## src/abt_pkg.sv

```systemverilog
package abt_pkg;

    localparam int LINE_BITS = 24;
    localparam int COLUMN_BITS = 16;
    localparam int LENGTH_BITS = 16;
    localparam int MAX_HEX_DIGITS = 16;
    localparam int DIGIT_BITS = 5;

    typedef enum logic [3:0] {
        ST_BOM, ST_BOM_FF, ST_BOM_FE, ST_BEGIN, ST_COMMENT, ST_DIR_START,
        ST_LABEL_START, ST_WORD, ST_DOT, ST_SIGN_ZERO, ST_HEX_X, ST_HEX_FIRST,
        ST_HEX, ST_STR_BODY, ST_STR_ESC, ST_DRAIN
    } t_state;

    typedef enum logic [2:0] {
        K_NEWLINE = 3'd0, K_DIRECTIVE = 3'd1, K_UHEX = 3'd2, K_HEX = 3'd3,
        K_STRING = 3'd4, K_LABEL = 3'd5, K_LABEL_O = 3'd6, K_KEYWORD = 3'd7
    } t_kind;

    typedef enum logic [1:0] {
        EV_TOKEN = 2'd0, EV_DONE = 2'd1, EV_ERROR = 2'd2
    } t_event;

    typedef enum logic [1:0] {
        SIGN_NONE = 2'd0, SIGN_PLUS = 2'd1, SIGN_MINUS = 2'd2
    } t_sign;

    typedef struct packed {
        t_event                  ev;
        t_kind                   kind;
        logic [LINE_BITS-1:0]    line;
        logic [COLUMN_BITS-1:0]  column;
        logic [LENGTH_BITS-1:0]  length;
        logic                    last;
    } t_result;

    function automatic logic is_alpha_us(input logic [7:0] ch);
        return (ch >= 8'h61 && ch <= 8'h7a) || (ch >= 8'h41 && ch <= 8'h5a) || ch == 8'h5f;
    endfunction

    function automatic logic is_digit(input logic [7:0] ch);
        return ch >= 8'h30 && ch <= 8'h39;
    endfunction

    function automatic logic is_blank(input logic [7:0] ch);
        return ch == 8'h20 || ch == 8'h09 || ch == 8'h0d || ch == 8'h0b || ch == 8'h0c;
    endfunction

    function automatic logic is_hex(input logic [7:0] ch);
        return is_digit(ch) || (ch >= 8'h61 && ch <= 8'h66) || (ch >= 8'h41 && ch <= 8'h46);
    endfunction

    function automatic logic [3:0] hex_value(input logic [7:0] ch);
        logic [7:0] v;
        v = 8'h00;
        if (is_digit(ch)) v = ch - 8'h30;
        else if (ch >= 8'h61 && ch <= 8'h66) v = ch - 8'h57;
        else if (ch >= 8'h41 && ch <= 8'h46) v = ch - 8'h37;
        return v[3:0];
    endfunction

endpackage

```

## src/assembly_byte_tokenizer_core.sv

```systemverilog
// Results of a byte are registered and presented in the cycle after the byte is accepted.
// Throughput: one byte per cycle while the output side keeps up. A byte that
// yields two results fills the two-entry result queue and holds off the next byte
// until one is taken; a stalled output with a result still waiting also holds it off.
// Reset (i_rst_n low, synchronous): the parser returns to the byte order mark
// check with line and column at one, and the result queue is emptied.
module assembly_byte_tokenizer_core (
    input  logic        i_clk,
    input  logic        i_rst_n,
    input  logic        i_valid,
    output logic        o_stall,
    input  logic [7:0]  i_source_byte,
    input  logic        i_final_byte,
    output logic        o_valid,
    input  logic        i_stall,
    output logic [1:0]  o_event_kind,
    output logic [2:0]  o_token_kind,
    output logic [23:0] o_at_line,
    output logic [15:0] o_at_column,
    output logic [15:0] o_token_length,
    output logic        o_last_result
);

    localparam int LB = abt_pkg::LINE_BITS;
    localparam int CB = abt_pkg::COLUMN_BITS;
    localparam int NB = abt_pkg::LENGTH_BITS;
    localparam int DB = abt_pkg::DIGIT_BITS;

    // Parser state registers.
    abt_pkg::t_state        r_state;
    logic [LB-1:0]          r_line;
    logic [CB-1:0]          r_col;
    abt_pkg::t_kind         r_okind;
    logic [LB-1:0]          r_oline;
    logic [CB-1:0]          r_ocol;
    logic [NB-1:0]          r_olen;
    logic [DB-1:0]          r_digits;
    abt_pkg::t_sign         r_sign;
    logic [3:0]             r_mag;
    logic                   r_tail;
    logic                   r_nlp;
    logic                   r_seen;
    logic                   r_lastnl;

    abt_pkg::t_state        n_state;
    logic [LB-1:0]          n_line;
    logic [CB-1:0]          n_col;
    abt_pkg::t_kind         n_okind;
    logic [LB-1:0]          n_oline;
    logic [CB-1:0]          n_ocol;
    logic [NB-1:0]          n_olen;
    logic [DB-1:0]          n_digits;
    abt_pkg::t_sign         n_sign;
    logic [3:0]             n_mag;
    logic                   n_tail;
    logic                   n_nlp;
    logic                   n_seen;
    logic                   n_lastnl;

    // Results produced by the current byte (at most two).
    abt_pkg::t_result       res0, res1;
    logic [1:0]             res_n;

    // Output queue: two entries; a byte is accepted only when both can fit.
    abt_pkg::t_result       r_q [2];
    logic [1:0]             r_cnt;
    abt_pkg::t_result       n_q [2];
    logic [1:0]             n_cnt;

    logic acc_in, acc_out;
    assign o_stall = (r_cnt != 2'd0) && !(r_cnt == 2'd1 && !i_stall);
    assign acc_in  = i_valid && !o_stall;
    assign acc_out = o_valid && !i_stall;

    function automatic logic [NB-1:0] sat_len(input logic [NB-1:0] v, input logic [2:0] n);
        logic [NB:0] s;
        s = {1'b0, v} + {{(NB-2){1'b0}}, n};
        return s[NB] ? {NB{1'b1}} : s[NB-1:0];
    endfunction

    // Combinational single-pass evaluation of one byte, mirroring the
    // re-dispatch structure with at most two passes, the second one through ST_BEGIN.
    always_comb begin
        logic [7:0] ch;
        logic       fin, eof_ok, take, fail, word_end, cont_begin;
        logic       nl_lone, is_al, is_an;
        abt_pkg::t_state st;
        abt_pkg::t_result r;
        ch = i_source_byte;
        fin = i_final_byte;
        eof_ok = 1'b1;
        take = 1'b0;
        fail = 1'b0;
        word_end = 1'b0;
        cont_begin = 1'b0;
        nl_lone = 1'b0;
        is_al = abt_pkg::is_alpha_us(ch);
        is_an = is_al || abt_pkg::is_digit(ch);
        res0 = '0;
        res1 = '0;
        res_n = 2'd0;
        r = '0;
        n_state = r_state;
        n_line = r_line;
        n_col = r_col;
        n_okind = r_okind;
        n_oline = r_oline;
        n_ocol = r_ocol;
        n_olen = r_olen;
        n_digits = r_digits;
        n_sign = r_sign;
        n_mag = r_mag;
        n_tail = r_tail;
        n_nlp = r_nlp;
        n_seen = r_seen;
        n_lastnl = r_lastnl;
        st = r_state;

        // First pass: states take the byte, flag an error or fall to ST_BEGIN; ST_DRAIN ignores it.
        unique case (st)
            abt_pkg::ST_DRAIN: begin
            end
            abt_pkg::ST_BOM: begin
                if (ch == 8'hff) begin
                    n_state = abt_pkg::ST_BOM_FF; eof_ok = 1'b0; take = 1'b1;
                end else if (ch == 8'hfe) begin
                    n_state = abt_pkg::ST_BOM_FE; eof_ok = 1'b0; take = 1'b1;
                end else begin
                    cont_begin = 1'b1;
                end
            end
            abt_pkg::ST_BOM_FF, abt_pkg::ST_BOM_FE: begin
                if (ch == ((st == abt_pkg::ST_BOM_FF) ? 8'hfe : 8'hff)) fail = 1'b1;
                else begin
                    n_state = abt_pkg::ST_BEGIN; take = 1'b1;
                end
            end
            abt_pkg::ST_BEGIN: cont_begin = 1'b1;
            abt_pkg::ST_COMMENT: begin
                if (ch == 8'h0a) cont_begin = 1'b1;
                else take = 1'b1;
            end
            abt_pkg::ST_DIR_START, abt_pkg::ST_LABEL_START: begin
                if (!is_al) fail = 1'b1;
                else begin
                    n_okind = (st == abt_pkg::ST_DIR_START) ? abt_pkg::K_DIRECTIVE
                                                            : abt_pkg::K_LABEL;
                    n_oline = r_line; n_ocol = r_col; n_olen = NB'(2); n_seen = 1'b1;
                    n_state = abt_pkg::ST_WORD; take = 1'b1;
                end
            end
            abt_pkg::ST_WORD: begin
                if (is_an) begin
                    n_olen = sat_len(r_olen, 3'd1); take = 1'b1;
                end else if (ch == 8'h2e) begin
                    n_state = abt_pkg::ST_DOT; eof_ok = 1'b0; take = 1'b1;
                end else if ((ch == 8'h2b || ch == 8'h2d) && r_okind == abt_pkg::K_LABEL) begin
                    n_sign = (ch == 8'h2b) ? abt_pkg::SIGN_PLUS : abt_pkg::SIGN_MINUS;
                    n_state = abt_pkg::ST_SIGN_ZERO; eof_ok = 1'b0; take = 1'b1;
                end else word_end = 1'b1;
            end
            abt_pkg::ST_DOT: begin
                if (!is_al) fail = 1'b1;
                else begin
                    n_olen = sat_len(r_olen, 3'd2); n_state = abt_pkg::ST_WORD; take = 1'b1;
                end
            end
            abt_pkg::ST_SIGN_ZERO: begin
                if (ch != 8'h30) fail = 1'b1;
                else begin
                    n_state = abt_pkg::ST_HEX_X; eof_ok = 1'b0; take = 1'b1;
                end
            end
            abt_pkg::ST_HEX_X: begin
                if (ch != 8'h78) fail = 1'b1;
                else begin
                    n_state = abt_pkg::ST_HEX_FIRST; eof_ok = 1'b0; take = 1'b1;
                end
            end
            abt_pkg::ST_HEX_FIRST: begin
                if (!abt_pkg::is_hex(ch)) fail = 1'b1;
                else begin
                    if (r_okind == abt_pkg::K_LABEL) begin
                        n_okind = abt_pkg::K_LABEL_O;
                        n_olen = sat_len(r_olen, 3'd4);
                    end else begin
                        n_okind = (r_sign == abt_pkg::SIGN_NONE) ? abt_pkg::K_UHEX
                                                                 : abt_pkg::K_HEX;
                        n_olen = (r_sign == abt_pkg::SIGN_NONE) ? NB'(3) : NB'(4);
                        n_oline = r_line; n_ocol = r_col; n_seen = 1'b1;
                    end
                    n_digits = DB'(1);
                    n_mag = abt_pkg::hex_value(ch);
                    n_tail = 1'b0;
                    n_state = abt_pkg::ST_HEX; take = 1'b1;
                end
            end
            abt_pkg::ST_HEX: begin
                if (abt_pkg::is_hex(ch)) begin
                    if (r_digits >= DB'(abt_pkg::MAX_HEX_DIGITS)) fail = 1'b1;
                    else if (r_digits == DB'(15) && r_sign == abt_pkg::SIGN_PLUS
                             && r_mag >= 4'd8) fail = 1'b1;
                    else if (r_digits == DB'(15) && r_sign == abt_pkg::SIGN_MINUS
                             && (r_mag > 4'd8 || (r_mag == 4'd8 &&
                                 (r_tail || abt_pkg::hex_value(ch) != 4'd0)))) fail = 1'b1;
                    else begin
                        n_digits = r_digits + DB'(1);
                        if (abt_pkg::hex_value(ch) != 4'd0) n_tail = 1'b1;
                        n_olen = sat_len(r_olen, 3'd1); take = 1'b1;
                    end
                end else word_end = 1'b1;
            end
            abt_pkg::ST_STR_BODY, abt_pkg::ST_STR_ESC: begin
                n_olen = sat_len(r_olen, 3'd1);
                if (ch == 8'h22) begin
                    n_oline = r_line; n_ocol = r_col; n_seen = 1'b1;
                    res0 = '{abt_pkg::EV_TOKEN, r_okind, r_line, r_col, n_olen, 1'b0};
                    res_n = 2'd1;
                    n_state = abt_pkg::ST_BEGIN;
                end else begin
                    n_state = (st == abt_pkg::ST_STR_BODY && ch == 8'h5c)
                              ? abt_pkg::ST_STR_ESC : abt_pkg::ST_STR_BODY;
                    eof_ok = 1'b0;
                end
                take = 1'b1;
            end
            default: cont_begin = 1'b1;
        endcase

        if (word_end) begin
            if (abt_pkg::is_blank(ch)) begin
                res0 = '{abt_pkg::EV_TOKEN, r_okind, r_oline, r_ocol, n_olen, 1'b0};
                res_n = 2'd1; n_state = abt_pkg::ST_BEGIN; take = 1'b1;
            end else if (ch == 8'h0a) begin
                res0 = '{abt_pkg::EV_TOKEN, r_okind, r_oline, r_ocol, n_olen, 1'b0};
                res_n = 2'd1; cont_begin = 1'b1;
            end else fail = 1'b1;
        end

        // ST_BEGIN dispatch (second pass where the first one fell through).
        if (cont_begin) begin
            n_state = abt_pkg::ST_BEGIN;
            take = 1'b1;
            if (ch == 8'h0a) begin
                if (n_seen && !r_lastnl) begin
                    n_okind = abt_pkg::K_NEWLINE; n_oline = r_line; n_ocol = r_col;
                    n_olen = NB'(1); n_nlp = 1'b1; n_lastnl = 1'b1;
                end
            end else if (abt_pkg::is_blank(ch)) begin
            end else if (ch == 8'h23) begin
                n_state = abt_pkg::ST_COMMENT;
            end else if (ch == 8'h2e || ch == 8'h2b || ch == 8'h2d || ch == 8'h30
                         || ch == 8'h22 || ch == 8'h3a || is_al) begin
                nl_lone = r_nlp;
                n_nlp = 1'b0; n_lastnl = 1'b0; n_olen = '0;
                if (ch == 8'h2e) begin
                    n_okind = abt_pkg::K_DIRECTIVE; n_state = abt_pkg::ST_DIR_START;
                    eof_ok = 1'b0;
                end else if (ch == 8'h22) begin
                    n_okind = abt_pkg::K_STRING; n_olen = NB'(1);
                    n_state = abt_pkg::ST_STR_BODY; eof_ok = 1'b0;
                end else if (ch == 8'h3a) begin
                    n_okind = abt_pkg::K_LABEL; n_state = abt_pkg::ST_LABEL_START;
                    eof_ok = 1'b0;
                end else if (is_al) begin
                    n_okind = abt_pkg::K_KEYWORD; n_oline = r_line; n_ocol = r_col;
                    n_olen = NB'(1); n_seen = 1'b1; n_state = abt_pkg::ST_WORD;
                end else begin
                    n_okind = abt_pkg::K_UHEX;
                    n_sign = (ch == 8'h30) ? abt_pkg::SIGN_NONE :
                             (ch == 8'h2b) ? abt_pkg::SIGN_PLUS : abt_pkg::SIGN_MINUS;
                    n_state = (ch == 8'h30) ? abt_pkg::ST_HEX_X : abt_pkg::ST_SIGN_ZERO;
                    eof_ok = 1'b0;
                end
            end else begin
                take = 1'b0; fail = 1'b1;
            end
        end

        // The held newline is the only result that can precede a token start.
        if (nl_lone) begin
            res0 = '{abt_pkg::EV_TOKEN, abt_pkg::K_NEWLINE, r_oline, r_ocol, NB'(1), 1'b0};
            res_n = 2'd1;
        end

        if (take) begin
            if (ch == 8'h0a) begin
                n_line = (r_line == {LB{1'b1}}) ? r_line : r_line + LB'(1);
                n_col = CB'(1);
            end else begin
                n_col = (r_col == {CB{1'b1}}) ? r_col : r_col + CB'(1);
            end
            if (fin) begin
                if (!eof_ok) begin
                    r = '{abt_pkg::EV_ERROR, abt_pkg::K_NEWLINE, n_line, n_col, '0, 1'b1};
                end else begin
                    r = '{abt_pkg::EV_DONE, abt_pkg::K_NEWLINE, n_line, n_col, '0, 1'b1};
                    if (n_state == abt_pkg::ST_WORD || n_state == abt_pkg::ST_HEX) begin
                        if (res_n != 2'd0) begin
                            r = '{abt_pkg::EV_TOKEN, n_okind, n_oline, n_ocol, n_olen, 1'b1};
                        end else begin
                            res0 = '{abt_pkg::EV_TOKEN, n_okind, n_oline, n_ocol, n_olen,
                                     1'b0};
                            res_n = 2'd1;
                        end
                    end
                end
            end
        end
        if (fail) begin
            r = '{abt_pkg::EV_ERROR, abt_pkg::K_NEWLINE, r_line, r_col, '0, 1'b1};
            n_state = abt_pkg::ST_DRAIN;
        end
        if (fail || (take && fin)) begin
            if (res_n == 2'd0) begin
                res0 = r; res_n = 2'd1;
            end else begin
                res1 = r; res_n = 2'd2;
            end
        end
        if (fin && (take || fail || st == abt_pkg::ST_DRAIN)) begin
            n_state = abt_pkg::ST_BOM;
            n_line = LB'(1); n_col = CB'(1);
            n_okind = abt_pkg::K_NEWLINE; n_oline = '0; n_ocol = '0; n_olen = '0;
            n_digits = '0; n_sign = abt_pkg::SIGN_NONE; n_mag = '0; n_tail = 1'b0;
            n_nlp = 1'b0; n_seen = 1'b0; n_lastnl = 1'b0;
        end
    end

    // Queue update: pop head on output transaction, then append new results.
    always_comb begin
        abt_pkg::t_result q0, q1;
        logic [1:0] c;
        q0 = r_q[0];
        q1 = r_q[1];
        c = r_cnt;
        if (acc_out) begin
            q0 = q1; c = c - 2'd1;
        end
        if (acc_in && res_n != 2'd0) begin
            if (c == 2'd0) begin
                q0 = res0; q1 = res1;
            end else begin
                q1 = res0;
            end
            c = c + res_n;
        end
        n_q[0] = q0;
        n_q[1] = q1;
        n_cnt = c;
    end

    always_ff @(posedge i_clk) begin
        if (!i_rst_n) begin
            r_state <= abt_pkg::ST_BOM;
            r_line <= LB'(1);
            r_col <= CB'(1);
            r_okind <= abt_pkg::K_NEWLINE;
            r_oline <= '0;
            r_ocol <= '0;
            r_olen <= '0;
            r_digits <= '0;
            r_sign <= abt_pkg::SIGN_NONE;
            r_mag <= '0;
            r_tail <= 1'b0;
            r_nlp <= 1'b0;
            r_seen <= 1'b0;
            r_lastnl <= 1'b0;
            r_cnt <= 2'd0;
        end else begin
            if (acc_in) begin
                r_state <= n_state;
                r_line <= n_line;
                r_col <= n_col;
                r_okind <= n_okind;
                r_oline <= n_oline;
                r_ocol <= n_ocol;
                r_olen <= n_olen;
                r_digits <= n_digits;
                r_sign <= n_sign;
                r_mag <= n_mag;
                r_tail <= n_tail;
                r_nlp <= n_nlp;
                r_seen <= n_seen;
                r_lastnl <= n_lastnl;
            end
            r_cnt <= n_cnt;
        end
    end

    always_ff @(posedge i_clk) begin
        r_q[0] <= n_q[0];
        r_q[1] <= n_q[1];
    end

    assign o_valid        = r_cnt != 2'd0;
    assign o_event_kind   = r_q[0].ev;
    assign o_token_kind   = r_q[0].kind;
    assign o_at_line      = r_q[0].line;
    assign o_at_column    = r_q[0].column;
    assign o_token_length = r_q[0].length;
    assign o_last_result  = r_q[0].last;

    // The queue never holds more than two results.
    a_cnt_range: assert property (@(posedge i_clk) disable iff (!i_rst_n)
        r_cnt != 2'd3) else $error("result queue overflow");

    // Line and column never fall below one.
    a_pos_nonzero: assert property (@(posedge i_clk) disable iff (!i_rst_n)
        r_line != '0 && r_col != '0) else $error("position counter reached zero");

    // An accepted byte that ends in an error leaves the parser draining or reset.
    a_err_drain: assert property (@(posedge i_clk) disable iff (!i_rst_n)
        (acc_in && res_n != 2'd0 && ((res_n == 2'd1 && res0.ev == abt_pkg::EV_ERROR) ||
         (res_n == 2'd2 && res1.ev == abt_pkg::EV_ERROR)))
        |=> (r_state == abt_pkg::ST_DRAIN || r_state == abt_pkg::ST_BOM))
        else $error("error did not stop parsing");

endmodule

```

## config.mk

```make
export PLATFORM = sky130hd
export DESIGN_NAME = assembly_byte_tokenizer_core
export DESIGN_NICKNAME = d
export VERILOG_FILES = /design/src/abt_pkg.sv /design/src/assembly_byte_tokenizer_core.sv
export SDC_FILE = /design/constraint.sdc
export NUM_CORES = 1
export LEC_CHECK = 0
export BUFFER_PORTS_ARGS = -buffer_cell sky130_fd_sc_hd__buf_4
export CAP_MARGIN = 5
export CORE_MARGIN = 1
export CORE_UTILIZATION = 60
export DETAILED_ROUTE_END_ITERATION = 10
export HOLD_SLACK_MARGIN = 0.08
export PLACE_DENSITY_LB_ADDON = 0.2
export SLEW_MARGIN = 0
export SYNTH_ARGS = -nofsm -noshare
export SYNTH_HDL_FRONTEND = slang
export SYNTH_SLANG_ARGS = --single-unit
```

## constraint.sdc

```tcl
create_clock -name i_clk -period 14.42 [get_ports i_clk]
set_input_delay 4.326 -clock i_clk [delete_from_list [all_inputs] [get_ports i_clk]]
set_output_delay 4.326 -clock i_clk [all_outputs]
set_load 0.005 [all_outputs]
```

==> out/qor.csv <==
metric,value,unit
status,completed,
post-synth-top-area-cell,dfxtp_1,
slew_violations,0,
synth-edff-count,62,
arrival,10.16,ns
ys_ff_latch,243,
die_area,28500,um^2
yosysTopAreaCellShare,0.217,
cts.clk_slew.worst_paths,0.06,ns
setup_viol,0,
drtIter0Drc,2247,
die_w,169,um
ys.warnings.count,0,
async_flop_share,0,
ant_nets,0,
cts_buffer_depth,3,
row_count,60,
design_area,17600,um^2
synthTopCellsByCount,"nor2_1 (237), dfxtp_1 (181), nand2_1 (180)",
post-cts-setup-buffer-count,0,
viasPerCell,7.04,
multi_input_area,9840,um^2
grt_pass1_wl,88600,um
fmaxAchievable,102,MHz
avgSynthCellArea,7.90,um^2
slew-limit-headroom,0.115,
htreeDepth,1,
synth_cells,2117,
gp_congestion,0.976,
overflow,0,
layout_worst_path_cycle_share,0.683,
leakagePower,6.05,nW
io_buffers,76,
die_h,169,um
path_class,in -> reg,
num-fill-cells,2401,
grt_pass1_vias,15700,
seq_area_frac_synth,0.328,
antenna_cells,0,
initial_core_util,0.615,
yosys-top-cells-area,"dfxtp_1 (22%), edfxtp_1 (11%), nor2_1 (5.3%)",
drive_gt1_frac,0.107,
area_growth,5.30,%
period_minus_slack,9.85,ns
netlist_area,16700,um^2
cts_buffers,27,
nets,2027,
worstSetupEndpointType,flop,
worstPathRequired,14.73,ns
clock_latency,0.57,ns
cts_tree,built,
fin_util,0.648,
finClkSkew,0.0208,ns
ctsHoldBuffers,0,
maxCapViolations,0,
yosysUniqueCellTypes,107,
clock-root-buffer,clkbuf_16,
drt_wl_total,56300,um
dp_hpwl,37100,um
setup_tns,0,ns
ys.flop_type,dfxtp_1,
hold_viol_final,0,
seqCellArea,5490,um^2
cts_sinks,243,
tightestPinTransition,1.33,ns
hold_slack,0.465,ns
rsz0062_at_grt,false,
power.density,192,nW/um^2
track_usage,0.392,
critPathLaunchType,input port,
first_pass_iters,8,
wl_per_cell,23.6,um
holdCritPathClass,reg -> reg,
ir_drop,185,uV
yosysMostFrequentCell,nor2_1,
cts_resized,0,
crit_path_max_fanout,17,
grt_max_degree,71,
design.core.area,27200,um^2
placed_cell_area,16700,um^2
ios,77,
detail_route.drc_violations,0,
syn_nets,2149,
antenna_found_initial,0,
vias,16800,
## layer usage
| layer | vias up | track usage | wire, um |
|---|---|---|---|
| met2 | 1028 | 0.596 | 24500 |
| met3 | 166 | 0.0933 | 6490 |
| met5 | - | 0 | 0 |
| li1 | 7616 | - | - |
| met1 | 7994 | 0.540 | 23500 |
| met4 | 0 | 0.140 | 1820 |
## layout by cell type, fill, tap and decap left out, drive strengths merged, types with 24 or more instances in the layout
master,n
a21oi,179
nand3,63
nand4,27
nor2b,48
edfxtp,62
nor3,50
o21ai,114
o31ai,24
buf,108
clkbuf,39
mux2i,40
a22oi,95
o22ai,34
and3,24
dfxtp,181
a211oi,54
nand2,182
inv,36
nor2,239
## state kept, by name, indices dropped and copies added, names as in the netlist, 3 cells and up
signal / cells
r_col: 16
r_ocol: 16
r_mag: 4
r_state: 4
r_q: 124
r_okind: 3
r_digits: 5
r_olen: 16
r_oline: 24
r_line: 24
## report_power, final
group | switching, W | internal (W)
clock | 0.000297 | 0.000401
combinational | 0.00112 | 0.000554
sequential | 0.0000869 | 0.000918
total | 0.00150 | 0.00187
## through the flow
step / setup slack (ns) / power, W / instances
3_3_place_gp: 4.44 / 0.00260 / 2338
5_1_grt: 4.48 / 0.00353 / 2388
3_5_place_dp: 4.36 / 0.00264 / 2338
6_report: 4.57 / 0.00338 / 2388
2_1_floorplan: 3.16 / 0.00219 / 2117
4_1_cts: 4.89 / 0.00334 / 2388
## worst max-delay path, stage by stage
cell	delay, ns
buf_4	0.15
inv_1	0.11
ha_1	0.31
nand4bb_1	0.37
nor2_1	0.18
nand2_1	0.54
o21ai_0	0.28
a2111oi_1	1.06
o21a_1	0.21
a31oi_2	0.26
a22oi_1	0.32
nand2b_1	0.83
nand2_1	0.69
a221o_1	0.52
## worst paths after layout
path / to / slack, ns / cells after the start / startpoint
worst max-delay path: r_q[0][80] / 4.57 / 14 / i_source_byte[0]
worst min-delay path: r_tail / 0.46 / 2 / r_tail
worst max register to register: r_q[0][80] / 8.47 / 13 / r_state[0]
worst min register to register: r_tail / 0.46 / 2 / r_tail
## cells by family after synthesis
logic type / synth area share
buffers and inverters: 0.0881
AO/OA/AOI/OAI: 0.309
adder cells (fa/ha/maj): 0.0142
multiplexers: 0.0293
flip-flops: 0.328
AND/OR/NAND/NOR: 0.216
XOR/XNOR: 0.0147
## layout make-up
class	instances	share of cell area
Sequential cell	243	0.311
Clock inverter	11	0.00739
Timing Repair Buffer	108	0.0460
Clock buffer	39	0.0426
Inverter	35	0.00753
Tap cell	372	0.0264
Multi-Input combinational cell	1580	0.559
Power figures use the tool's default switching activity.
